===== src/hdl/c3br_ram.sv =====
module c3br_ram #(
  parameter int Width = 16,
  parameter int Depth = 64
) (
  input  logic                     clk,
  input  logic                     we,
  input  logic [$clog2(Depth)-1:0] waddr,
  input  logic [Width-1:0]         wdata,
  input  logic [$clog2(Depth)-1:0] raddr,
  output logic [Width-1:0]         rdata
);

  logic [Width-1:0] mem [Depth];

  always_ff @(posedge clk) begin
    if (we) begin
      mem[waddr] <= wdata;
    end
    rdata <= mem[raddr];
  end

endmodule


===== config.mk =====
export PLATFORM = sky130hd
export DESIGN_NAME = c3br_ram
export DESIGN_NICKNAME = d
export VERILOG_FILES = /design/src/hdl/c3br_ram.sv
export SDC_FILE = /design/constraint.sdc
export NUM_CORES = 1
export LEC_CHECK = 0
export ABC_AREA = 1
export ABC_CLOCK_PERIOD_IN_PS = 2600
export BUFFER_PORTS_ARGS = -buffer_cell sky130_fd_sc_hd__buf_4
export CAP_MARGIN = 20
export CELL_PAD_IN_SITES_DETAIL_PLACEMENT = 0
export CELL_PAD_IN_SITES_GLOBAL_PLACEMENT = 1
export CORE_MARGIN = 8
export CORE_UTILIZATION = 47
export DETAILED_ROUTE_END_ITERATION = 16
export GPL_TIMING_DRIVEN = 0
export PLACE_DENSITY_LB_ADDON = 0.1
export RECOVER_POWER = 25
export SETUP_SLACK_MARGIN = 0.5
export SYNTH_ARGS = -nofsm -noshare
export SYNTH_HDL_FRONTEND = slang
export SYNTH_SLANG_ARGS = --single-unit

===== constraint.sdc =====
create_clock -name clk -period 2.6 [get_ports clk]
set_input_delay 0 -clock clk [delete_from_list [all_inputs] [get_ports clk]]
set_output_delay 0 -clock clk [all_outputs]
set_load 0.005 [all_outputs]

# Word-level counts from Yosys, hierarchy flattened
# Memories as Yosys holds them, arrays and structs flattened. A register that Yosys moved wholly into a read port is not among the register bits.
# Index checks and enable logic that the tools add are counted.
[totals]
ram_bits = 1024
mem_count = 1
reg_bits = 0
output_inout_bits = 16
input_bits = 30
[classes]
n_mux = 2
[memory_table]
columns = ["name", "words", "width", "rd", "rd_clocked_by_memory_dff", "write_ports", "line", "rtl"]
rows = [
  ["mem", 64, 16, 1, 1, 1, "13", "logic [Width-1:0] mem [Depth];"],
]
[op_table]
columns = ["op", "n"]
rows = [
  ["$mux 1", 2],
]

# Depth between registers and ports, before layout
# Gate-level depths: netlist of run 1.
[logic_depth]
depth_word = 2
ltp_mapped = 12
depth_no_buf = 9

# Worst setup path before layout of run 1
# Ideal clock, no wire load.
[synth_timing]
kind = "input to register"
from = "in we"
to = "mem mem[48][0] (enable)"
setup_slack_ns = 0.046
cell_stages = 3
arrival_ns = 2.124
n_path_buf = 1
required_ns = 2.169
path_cell_list = "clkbuf_1 > nand4_1 > nor4_1"
[synth_between]
elab_chain_cells = 2
[synth_rtl]
columns = ["element", "line", "rtl"]
rows = [
  ["start: declaration", "6", "input logic we,"],
  ["$mux 1", "16", "if (we) begin"],
  ["$mux 1 (not written as such)", "17", "mem[waddr] <= wdata;"],
  ["end: declaration", "13", ""],
]
# No other way between the ends.

# Worst setup path in the final report of run 1
[layout_timing]
from = "in waddr[1]"
to = "mem mem[36][1] (enable)"
[layout_rtl]
columns = ["element", "line", "rtl"]
rows = [
  ["start: declaration", "7", "input logic [$clog2(Depth)-1:0] waddr,"],
]
# No word-level cell before the write port.

==> results.json, run 1 <==
{
  "netlist_area_sq_um": 42100,
  "worstPathCellList": "clkbuf_1, inv_1, nand4_1, nor2_2",
  "synth_top_area_share": 0.730,
  "die_width_um": 315,
  "synthTopCellsByCount": "nand2_1, edfxtp_1, nand3_1",
  "irDropWorstVdd_v": 0.000588,
  "hpwl_mm": 94.7,
  "end_kind": "register",
  "power.internal_mw": 28.4,
  "initial_core_util": 0.475,
  "timing.final.ws_setup_ns": 0.460,
  "p_sw_mw": 8.44,
  "vias_per_cell": 5.79,
  "area_growth_pct": 15.8,
  "die_y_um": 315,
  "worst_slew_pin_slew_ns": 2.01,
  "final_cell_area_sq_um": 48800,
  "fmaxAchievable_mhz": 467,
  "setup_viol": 0,
  "p_leak_nw": 17.8,
  "crit_slowest_cell": "nor2_2",
  "switching_share": 0.229,
  "detail-route-antenna-nets": 0,
  "die_area_sq_um": 99400,
  "r2r-start": "mem[31][5]",
  "root_buffer": "clkbuf_16",
  "antenna_found_initial": 12,
  "rows": 109,
  "drive_gt1_frac": 0.133,
  "grt_max_degree": 65,
  "synth_edf_count": 1024,
  "regToRegEndpoint": "rdata[5]",
  "holdWs_ns": 0.0794,
  "placed_area_sq_um": 45000,
  "period_share": 0.823,
  "port_buffers": 37,
  "pin_count": 46,
  "cp_max_fo": 16,
  "fin_crit_ns": 2.14,
  "critPathArrivalTime_ns": 2.43,
  "coreArea_sq_um": 88600,
  "critPathMaxStageDelay_ns": 1.08,
  "p_clk_frac": 0.423,
  "synth_most_common_cell": "nand2_1",
  "endpoint": "mem[36][1]",
  "drtIter0Drc": 3489,
  "pwr-share-seq": 0.505,
  "ys_seq_area_frac": 0.738,
  "yosysTopAreaCell": "edfxtp_1",
  "cts_tree": "done",
  "synth-warning-count": 0,
  "critPathRequiredTime_ns": 2.89,
  "cp-start-kind": "input port",
  "comb_power_share": 0.072,
  "drc": 0,
  "clockBufferDepth": 3,
  "drv_slew": 780,
  "pre_cts_ws_ns": -0.115,
  "slew_headroom": -0.338,
  "grt_pass1_wl_mm": 197,
  "r2r_setup_slack_ns": 0.82,
  "first_pass_iters": 6,
  "finClkSkew_ns": 0.0236,
  "cts_buffers": 107,
  "wl_per_cell_um": 28.1,
  "num-nets-final": 3780,
  "gp_congestion": 1.05,
  "grt_remaining_overflow": 0,
  "max_cap_viol_count": 12,
  "avgSynthCellArea_sq_um": 12.0,
  "track_usage": 0.281,
  "power.density_nw_per_um2": 756,
  "finalHoldViolCount": 0,
  "hold_path_class": "in -> reg",
  "rr_worst_depth": 8,
  "synth_cell_type_count": 16,
  "clk_latency_ns": 0.69,
  "cts_setup_buffers": 0,
  "crit_type": "in -> reg",
  "rsz0062_at_grt": "false",
  "synth.top_cells.by_area": "edfxtp_1, nand2_1, nand3_1, buf_2, buf_6",
  "htreeDepth": 3,
  "async_reset_ff_frac": 0,
  "num_vias": 29000,
  "clk_pin_slew_ns": 0.06,
  "syn_nets": 3547,
  "synth_flop_cell": "edfxtp_1",
  "status": "complete, but fails checks",
  "cts_sinks": 1040,
  "violations": "capacitance limit, slew limit",
  "startpoint": "waddr[1]",
  "synthCells": 3517,
  "synth_seq_cells": 1040,
  "grt_pass1_vias": 27500,
  "total_power_mw": 36.9,
  "routed_wl_mm": 141
}
layout make-up:
type                    instances  area, sq um
diodes                          3         7.51
plain buffers                 225         1440
clock buffers                 130         2830
clock inverters                68          748
fillers                      7417        39900
inverters                      12         52.6
multi-input cells            2240         9750
flip-flops and latches       1040        31100
well taps                    1165         1460
repair buffers                124         1410
metrics by stage:
stage / TNS (ns) / instances / util
finish: 0 / 5007 / 0.550
global route: 0 / 5007 / 0.550
CTS: 0 / 5004 / 0.550
detailed placement: -4.16 / 4789 / 0.508
global placement: -532.35 / 4719 / 0.494
floorplan: 0 / 3517 / -
worst min-delay path by stage:
stage	depth (start not counted)	startpoint	endpoint
floorplan	0	wdata[0]	mem[0][0]
global placement	1	rdata[4]	rdata[4]
detailed placement	1	rdata[5]	rdata[5]
CTS	1	wdata[6]	mem[32][6]
global route	2	waddr[1]	mem[52][2]
finish	2	waddr[1]	mem[52][2]
cells by family after synthesis:
logic type    synth area share
simple gates             0.227
flops                    0.738
buf+inv                 0.0354
layout by cell type, fill, tap and decap left out, types with 5 or more instances in the layout:
cell / synthesis / layout
buf_8: 1 / 34
buf_1: 17 / 17
dlygate4sd3_1: 0 / 17
nor4_2: 0 / 8
inv_1: 9 / 9
nand4_1: 9 / 9
buf_2: 113 / 113
bufinv_16: 0 / 15
edfxtp_1: 1024 / 1024
nand2_1: 1296 / 1296
clkinv_2: 0 / 20
buf_16: 0 / 10
nor2_2: 0 / 48
nor2_4: 0 / 5
buf_6: 49 / 53
buf_4: 19 / 67
nand3_1: 871 / 871
dfxtp_1: 16 / 16
clkbuf_2: 0 / 12
clkinv_1: 0 / 22
clkbuf_16: 0 / 109
clkbuf_1: 26 / 45
per-layer routing:
metal	routed length (um)	track usage
met3	14400	0.0597
met1	58500	0.397
met2	62700	0.431
met5	21	0
met4	4950	0.0999
power by group through the flow:
| stage | Clock (mW) | Combinational, mW | Sequential (mW) |
|---|---|---|---|
| after global routing | 16.4 | 2.83 | 18.6 |
| after CTS | 15.7 | 2.62 | 18.6 |
| final | 15.6 | 2.67 | 18.6 |
| after floorplan | 0 | 1.24 | 18.9 |
| after detailed placement | 0 | 2.59 | 19.0 |
| after global placement | 0 | 2.52 | 19.0 |
critical path, delay by kind of cell:
kind / cells / cell delay, ns
AND/OR/NAND/NOR: 2 / 1.87
buffers and inverters: 2 / 0.53
what timing repair did:
item,CTS,global route
hold buffers,17,0
setup endpoints to repair,0,25
resized for setup,0,2
endpoints found under the hold margin,192,0
sequential cells by signal (all words and copies together) (netlist names):
| register | flops |
|---|---|
| mem | 1024 |
| rdata | 16 |
(Power assumes the default switching activity.)
==> run 2, diff against run 1 <==
- ABC_CLOCK_PERIOD_IN_PS: 2600 -> 1900
- clock period: 2.6 -> 1.9 ns (I/O delays scaled with it)
==> run 2 against run 1 <==
Net effect:
- the run still ends with capacitance limit, slew limit left
- cell count increased by 1.0%
- wire length increased by 0.71%
- count of clock-buffer cells in the layout increased by 10
- critical endpoint is now mem[60][8]
==> results.json, run 2 (same netlist as run 1, synthesis figures left out) <==
{
  "grt_pass1_wl_mm": 198,
  "violations": "capacitance limit, slew limit",
  "vias_per_cell": 5.75,
  "top_regs": "mem x1024, rdata x16",
  "largest_reg_flops": 1024,
  "final_cell_area_sq_um": 50700,
  "detail-route-antenna-nets": 0,
  "top_layer_used": "met4",
  "rsz0062_at_grt": "true",
  "r2r-start": "mem[3][8]",
  "first_pass_iters": 6,
  "die_width_um": 315,
  "met2WireLength_mm": 63.5,
  "hold_end": "mem[36][6]",
  "rows": 109,
  "clk_pin_slew_ns": 0.06,
  "clockBufferDepth": 3,
  "die_area_sq_um": 99400,
  "clk_latency_ns": 0.69,
  "final_common_cell": "nand2_1",
  "place_inst": 4763,
  "fin_cells": 5059,
  "max_cap_viol_count": 8,
  "cts_buffers": 108,
  "num-nets-final": 3832,
  "critPathRequiredTime_ns": 2.19,
  "cp-start-kind": "input port",
  "regMostFlops": "mem",
  "postLayoutCoreUtil": 0.572,
  "pin_count": 46,
  "setup_viol": 0,
  "num_vias": 29100,
  "cts_sinks": 1040,
  "track_usage": 0.280,
  "antenna_found_initial": 4,
  "min_from": "we",
  "placed_area_sq_um": 45000,
  "finalHoldViolCount": 0,
  "port_buffers": 37,
  "grt_max_degree": 65,
  "p_leak_nw": 18.4,
  "slew_headroom": -0.388,
  "drive_gt1_frac": 0.206,
  "wl_met1_mm": 59.7,
  "area_growth_pct": 20.5,
  "root_buffer": "clkbuf_16",
  "htreeDepth": 3,
  "coreArea_sq_um": 88600,
  "rr_worst_depth": 8,
  "crit_type": "in -> reg",
  "holdWs_ns": 0.0731,
  "routed_wl_mm": 142,
  "gp_congestion": 0.950,
  "finClkSkew_ns": 0.0295,
  "nFillCells": 7214,
  "routed-wl-met3_mm": 14.1,
  "final_cell_mix": "nand2_1, edfxtp_1, nand3_1, nand3_2, buf_2",
  "end_kind": "register",
  "irDropWorstVdd_v": 0.000776,
  "cp_max_fo": 16,
  "total_power_mw": 50.2,
  "initial_core_util": 0.475,
  "power.density_nw_per_um2": 990,
  "worstHoldPathCells": 4,
  "critPathArrivalTime_ns": 1.93,
  "drv_slew": 521,
  "fin_crit_ns": 1.64,
  "cts_tree": "done",
  "drtIter0Drc": 3720,
  "regToRegEndpoint": "rdata[8]",
  "hpwl_mm": 92.2,
  "period_share": 0.866,
  "r2r_setup_slack_ns": 0.49,
  "grt_remaining_overflow": 0,
  "wl_per_cell_um": 28.0,
  "drc": 0,
  "grt_pass1_vias": 27300,
  "die_y_um": 315,
  "worst_slew_pin_slew_ns": 2.08,
  "status": "complete, but fails checks",
  "fmaxAchievable_mhz": 608,
  "hold_path_class": "in -> reg"
}
## run 2: layout make-up
class | count | area (sq um) | share of cell area
antenna | 2 | 5.00 | 0.0000987
buffer | 225 | 1550 | 0.0305
clock buffer | 140 | 2940 | 0.0579
clock inverter | 60 | 515 | 0.0102
inverter | 12 | 71.3 | 0.00141
multi-input combinational | 2240 | 11100 | 0.219
sequential | 1040 | 31100 | 0.613
tap | 1165 | 1460 | 0.0287
timing repair buffer | 175 | 2010 | 0.0396
## run 2: where the power goes
| group | total (mW) | internal [mW] | switching (mW) | leakage, nW |
|---|---|---|---|---|
| Clock | 20.7 | 11.9 | 8.75 | 1.68 |
| Combinational | 4.03 | 1.06 | 2.98 | 7.41 |
| Sequential | 25.5 | 25.4 | 0.0461 | 9.35 |
## run 2: how the worst max path moves through the flow
| stage | start | endpoint | slack (ns) |
|---|---|---|---|
| after floorplan | we | mem[48][0] | -0.10 |
| after global placement | waddr[3] | mem[48][6] | -1.69 |
| after detailed placement | waddr[2] | mem[40][2] | -1.03 |
| after CTS | waddr[4] | mem[45][4] | 0.22 |
| after global routing | wdata[14] | mem[15][14] | 0.25 |
| final | waddr[5] | mem[60][8] | 0.26 |
## run 2: metrics by stage
step / setup slack [ns] / TNS [ns]
detailed placement: -1.03 / -336.69
global route: 0.252 / 0
CTS: 0.218 / 0
global placement: -1.69 / -882.86
finish: 0.255 / 0
floorplan: -0.101 / -16.83
## run 2: metal layers
metal | track usage | vias up
li1 | - | 13000
met1 | 0.402 | 14400
met2 | 0.431 | 1486
met3 | 0.0613 | 235
met4 | 0.0791 | 0
met5 | 0 | -
## run 2: worst max-delay path: stages
cell	delay, ns
buf_4	0.14
nand3_1	0.50
nor2_1	0.27
dlymetal6s2s_1	1.00
## run 2: repair_timing
item                                    4_1_cts  5_1_grt
hold endpoints to repair                    350       10
gates cloned                                  0        0
buffers inserted                             32       35
endpoints found under the setup margin      642      722
pin swaps                                    25       84
resized for setup                           137      172
hold buffers                                 22        5
